[src/rtl/hga_ram.sv]
// Generic single-port-write, single-port-read RAM with registered read data.
module hga_ram #(
  parameter int WIDTH = 8,
  parameter int DEPTH = 16
) (
  input  logic                     clk,
  input  logic                     we,
  input  logic [$clog2(DEPTH)-1:0] waddr,
  input  logic [WIDTH-1:0]         wdata,
  input  logic                     re,
  input  logic [$clog2(DEPTH)-1:0] raddr,
  output logic [WIDTH-1:0]         rdata
);

  logic [WIDTH-1:0] mem [DEPTH];

  always_ff @(posedge clk) begin
    if (we) begin
      mem[waddr] <= wdata;
    end
    if (re) begin
      rdata <= mem[raddr];
    end
  end

endmodule

[config.mk]
export PLATFORM = sky130hd
export DESIGN_NAME = hga_ram
export DESIGN_NICKNAME = d
export VERILOG_FILES = /design/src/rtl/hga_ram.sv
export SDC_FILE = /design/constraint.sdc
export NUM_CORES = 1
export LEC_CHECK = 0
export BUFFER_PORTS_ARGS = -buffer_cell sky130_fd_sc_hd__buf_2
export CELL_PAD_IN_SITES_DETAIL_PLACEMENT = 1
export CELL_PAD_IN_SITES_GLOBAL_PLACEMENT = 2
export CORE_MARGIN = 5
export CORE_UTILIZATION = 48
export DETAILED_ROUTE_END_ITERATION = 8
export GPL_TIMING_DRIVEN = 1
export PLACE_DENSITY_LB_ADDON = 0.25
export SYNTH_ARGS = -nofsm -noshare
export SYNTH_HDL_FRONTEND = slang
export SYNTH_SLANG_ARGS = --single-unit
[constraint.sdc]
create_clock -name clk -period 2.3 [get_ports clk]
set_input_delay 0.575 -clock clk [delete_from_list [all_inputs] [get_ports clk]]
set_output_delay 0.575 -clock clk [all_outputs]
set_load 0.01 [all_outputs]
==> results of run 1 <==
cells in the final DEF (no fill, tap or decap), types with 2 or more instances in the layout:
cell          n
nor2_1       13
clkinv_2      5
buf_12        3
buf_4        19
nor3_1        4
edfxtp_1    136
bufinv_16     4
mux4_2       18
nand2b_1      2
a22oi_1      16
clkinvlp_4    3
buf_2        26
nand3b_1      2
mux4_1       14
clkbuf_16    16
clkinv_1      2
nand2_1       9
critical path, cell delays in order:
cell     delay (ps)
buf_2           130
buf_12          200
mux4_1          580
a22oi_1         380
nand2_1          90
stage by stage:
stage / instances / util
after detailed placement: 407 / 0.526
final: 439 / 0.581
after global routing: 439 / 0.581
after CTS: 439 / 0.581
after floorplan: 229 / -
after global placement: 407 / 0.526
routing by layer:
| metal | track usage | part of all wire |
|---|---|---|
| met1 | 0.247 | 0.44 |
| met2 | 0.301 | 0.51 |
| met3 | 0.0391 | 0.037 |
| met4 | 0.0768 | 0.021 |
| met5 | 0 | 0 |
flip-flops by register name, summed over array words and instances, names as in the netlist:
register  cells
mem         128
rdata         8
power groups by stage:
| stage | clock network, W | logic (W) | registers (W) |
|---|---|---|---|
| 2_1_floorplan | 0 | 0.000141 | 0.00286 |
| 3_3_place_gp | 0 | 0.000268 | 0.00285 |
| 3_5_place_dp | 0 | 0.000277 | 0.00286 |
| 4_1_cts | 0.00276 | 0.000278 | 0.00281 |
| 5_1_grt | 0.00287 | 0.000295 | 0.00281 |
| 6_report | 0.00271 | 0.000270 | 0.00281 |
cell type report:
type                       count  area [um^2]  share of cell area
sequential                   136         4080               0.654
multi-input combinational     83         1060               0.169
clock buffer                  17          414              0.0663
timing repair buffer          48          333              0.0533
clock inverter                15          184              0.0294
tap                          140          175              0.0280
how the worst max path moves through the flow:
stage | from | end | slack, ps | cells past startpoint
3_5_place_dp | raddr[0] | rdata[0] | 30 | 5
4_1_cts | raddr[0] | rdata[0] | 580 | 5
2_1_floorplan | waddr[2] | mem[0][0] | 230 | 2
6_report | raddr[0] | rdata[0] | 580 | 5
5_1_grt | raddr[0] | rdata[0] | 580 | 5
3_3_place_gp | raddr[0] | rdata[0] | 90 | 5
cell families (layout without fill, tap and decap cells):
logic type             Yosys count  after routing
multiplexers                    32             32
AND/OR/NAND/NOR                 35             35
AO/OA/AOI/OAI                   16             16
buffers and inverters           10             80
flip-flops                     136            136
==> metrics.yaml, run 1 <==
status: "complete, no violations"
drive_above_1_share: 0.324
clkPwrFrac: 0.468
worstPathMaxFanout: 21
swShare: 0.196
grt_max_degree: 22
synthMuxAreaShare: 0.148
ys_ff_latch: 136
cp-end-kind: "register"
gp_congestion: 0.693
die_area_um2: 13100
wl_mm: 11.0
core_area_um2: 10700
root_buffer: "clkbuf_8"
die_y_um: 114
post-cts-setup-buffer-count: 0
first_global_vias: 2714
worstHoldEndpoint: "rdata[6]"
reg2reg_slack_ps: 690
clock_latency_ps: 510
via_per_inst: 5.68
crit_arrival_ps: 1970
syn_inst: 229
hold_start: "re"
ys_seq_area_frac: 0.781
fin_crit_sh: 0.748
cts_tree: "done"
worst_slack_ps: 579
power_density_nw_per_um2: 926
ios: 27
cap_viol_max_count: 0
numPortBuffers: 26
hpwl_mm: 7.10
antenna_found_initial: 0
yosys-top-cells-count: "edfxtp_1 (136), mux4_2 (18), a22oi_1 (16), mux4_1 (14), nor2_1 (13)"
synth_cell_types: 18
slew-limit-headroom: 0.706
ctsHoldBuffers: 0
hold_path_depth: 1
hold_ws_ps: 432
syn_avg_cell_area_um2: 22.8
dr.first_iter.drc_count: 155
worst_pin_slew_ps: 441
yosys.area.top_type: "edfxtp_1"
layout.nets: 305
wl_per_cell_um: 25.0
synth_xor_xnor_area_share: 0
clockBufferDepth: 2
reg2reg_depth: 3
fp-row-count: 38
vias: 2492
syn_nets: 248
leakagePower_nw: 2.13
worstSetupPathType: "in2reg"
finalPower_w: 0.00578
die_x_um: 114
ir_drop_uv: 489
cts_sinks: 136
rr_endpoint: "rdata[0]"
nFillCells: 953
antenna_cells: 0
seqPwrFrac: 0.485
hold_class: "in2reg"
synthesis.area_um2: 5230
synth_top_area_frac: 0.781
synth_top_family_by_area: "multiplexers"
cts_resized: 0
dr.pass1.iters: 4
start_util: 0.486
p_switching_w: 0.00114
numCtsBuffers: 17
drc_errors: 0
grt_pass1_wl_mm: 16.9
required_ps: 2550
design_area_um2: 6250
fmax_mhz: 581
fin_crit_ps: 1720
drv_slew: 0
track_usage: 0.186
async_reset_ff_frac: 0
cts.htree.levels: 4
clkSlewWorstSetupHoldPaths_ps: 60
synth_fa_ha_area_frac: 0
finalSetupTns_ps: 0
place_ws_ps: 28.8
finalSetupViolations: 0
synth_edf_count: 136
power_frac_comb: 0.047
ant_nets: 0
synth.most_common_cell: "edfxtp_1"
skew_ps: 8.51
p_int_w: 0.00465
areaGrowthSynthToFinish_pct: 19.5
rsz0062_at_grt: "no"
yosys.area_share.simple: 0.0314
placed_area_um2: 5650
startpoint_type: "primary input"
ys.flop_type: "edfxtp_1"
synthTopCellsByArea: "edfxtp_1 (78%), mux4_2 (7.8%), mux4_1 (7.0%)"
synth_compound_area_frac: 0.0230
worstReg2RegStart: "mem[1][0]"
yosysWarnings: 0
hold_viol_final: 0
gr-total-overflow: 0
Note: power is estimated with default switching activity, not from simulation.
==> run 2: changes to the inputs <==
--- a/config.mk
+++ b/config.mk
@@ -9,7 +9,7 @@
 export CELL_PAD_IN_SITES_DETAIL_PLACEMENT = 1
 export CELL_PAD_IN_SITES_GLOBAL_PLACEMENT = 2
 export CORE_MARGIN = 5
-export CORE_UTILIZATION = 48
+export CORE_UTILIZATION = 43
 export DETAILED_ROUTE_END_ITERATION = 8
 export GPL_TIMING_DRIVEN = 1
 export PLACE_DENSITY_LB_ADDON = 0.25
==> constraint.sdc (replaced) <==
create_clock -name clk -period 1.4 [get_ports clk]
set_input_delay 0.35 -clock clk [delete_from_list [all_inputs] [get_ports clk]]
set_output_delay 0.35 -clock clk [all_outputs]
set_load 0.01 [all_outputs]
==> run 2 against run 1 <==
Net effect: the run now ends with negative setup slack left; worst setup slack got worse by 600 ps; worst hold slack got worse by 110 ps; non-clock buffer count rose by 3; sequential share of layout area fell by 0.83 points; sequential power rose by 64%; clock-buffer cell count rose by 3; critical endpoint is now rdata[1]; largest cell class unchanged; highest routed layer unchanged.
==> metrics.yaml, run 2 (synthesis gave the netlist of run 1 again) <==
rr_endpoint: "rdata[1]"
die_x_um: 120  # +5.2%
hold_viol_final: 0  # unchanged
gp_congestion: 0.716  # +3.3%
hold_class: "in2reg"
hold_start: "wdata[4]"
root_buffer: "clkbuf_16"
antenna_found_initial: 0  # unchanged
antenna_cells: 0  # unchanged
rsz0062_at_grt: "yes"
reg_top3: "mem x128, rdata x8"
startpoint_type: "register"
reg2reg_slack_ps: -20  # -710 ps
reg2reg_depth: 3  # unchanged
worstHoldEndpoint: "mem[6][4]"
clockBufferDepth: 2  # unchanged
drc_errors: 0  # unchanged
fin_crit_sh: 1.01
drv_slew: 0  # unchanged
ir_drop_uv: 767  # +57%
dr.first_iter.drc_count: 221  # +43%
worst_slack_ps: -20.0  # -599 ps
ios: 27  # unchanged
power_density_nw_per_um2: 1460  # +57%
placed_area_um2: 5740  # +1.5%
skew_ps: 5.23  # -3.28 ps
numCtsBuffers: 17  # unchanged
clock_latency_ps: 410  # -100 ps
nFillCells: 1032  # +8.3%
grt_pass1_wl_mm: 16.6  # -1.5%
wl_mm: 11.0  # +0.46%
fmax_mhz: 704
worstPathMaxFanout: 1  # -95%
hold_path_depth: 1  # unchanged
numPortBuffers: 26  # unchanged
gr-total-overflow: 0  # unchanged
track_usage: 0.164  # -0.0218
crit_arrival_ps: 1570  # -400 ps
final_cell_mix: "edfxtp_1 (136), mux4_2 (32), buf_2 (25)"
design_area_um2: 6330  # +1.3%
cts_sinks: 136  # unchanged
cts_tree: "done"
die_y_um: 120  # +5.2%
leakagePower_nw: 2.09  # -1.7%
grt_max_degree: 19  # -14%
areaGrowthSynthToFinish_pct: 21.0
layout.nets: 308  # +0.98%
start_util: 0.437  # -0.0495
via_per_inst: 5.52  # -2.8%
hold_ws_ps: 321  # -111 ps
drive_above_1_share: 0.407  # +0.0823
ant_nets: 0  # unchanged
fp-row-count: 40  # +5.3%
failed_checks: "negative setup slack"
wl_per_cell_um: 24.7  # -1.3%
largest-register: "mem"
core_area_um2: 12000  # +11%
hpwl_mm: 7.13  # +0.42%
clkSlewWorstSetupHoldPaths_ps: 60  # about the same
post-cts-setup-buffer-count: 0  # unchanged
dr.pass1.iters: 4  # unchanged
finalSetupViolations: 2  # +2
finalSetupTns_ps: -25.7  # -25.7 ps
largest_reg_flops: 128  # unchanged
worst_pin_slew_ps: 886  # +444 ps
first_global_vias: 2628  # -3.2%
fin_crit_ps: 1420
die_area_um2: 14500  # +11%
cap_viol_max_count: 0  # unchanged
cp-end-kind: "register"
slew-limit-headroom: 0.408  # -0.297
final_common_cell: "edfxtp_1"
status: "complete, but fails checks"
vias: 2467  # -1.0%
worstReg2RegStart: "mem[11][1]"
worstSetupPathType: "reg2reg"
cts.htree.levels: 4  # unchanged
required_ps: 1550  # -1000 ps
## run 2: worst max-delay path by stage
stage | start | to | slack (ps) | depth (start not counted)
3_5_place_dp | raddr[0] | rdata[7] | -490 | 5
2_1_floorplan | raddr[0] | rdata[1] | -150 | 5
5_1_grt | mem[8][7] | rdata[7] | -80 | 3
3_3_place_gp | raddr[0] | rdata[1] | -490 | 5
6_report | mem[11][1] | rdata[1] | -20 | 3
4_1_cts | mem[11][7] | rdata[7] | -30 | 3
## run 2: where the power goes
part           total [W]  switching [W]  internal (W)
clock network    0.00411        0.00153       0.00258
logic           0.000487       0.000268      0.000220
registers        0.00462      0.0000305       0.00459
## run 2: worst max-delay path: stages, from the launching register on
cell      delay [ps]
edfxtp_1         360
mux4_2           480
a22oi_2          250
nand2_1           70
## run 2: metrics by stage
stage | instances | utilization | setup WS, ps | power [W]
2_1_floorplan | 229 | - | -150 | 0.00496
4_1_cts | 446 | 0.527 | -33.5 | 0.00928
3_5_place_dp | 416 | 0.479 | -495 | 0.00518
6_report | 447 | 0.529 | -20.0 | 0.00921
3_3_place_gp | 416 | 0.479 | -490 | 0.00517
5_1_grt | 447 | 0.529 | -82.8 | 0.00957
## run 2: layout make-up
cell class / count / area, um^2 / area share
repair buffers: 51 / 450 / 0.0712
flip-flops and latches: 136 / 4080 / 0.645
well taps: 147 / 184 / 0.0291
clock buffers: 20 / 437 / 0.0690
multi-input cells: 83 / 1070 / 0.168
clock inverters: 10 / 106 / 0.0168
## run 2: repair_timing
action / CTS / global route
setup endpoints to repair: 7 / 10
gates cloned: 0 / 1
pin swaps: 0 / 0
hold buffers: 0 / 0
resized for setup: 4 / 3
## run 2: per-layer routing
metal  track usage  wire length, um
met5             0                0
met4        0.0531               95
met3        0.0472              587
met2         0.260             5600
met1         0.221             4740
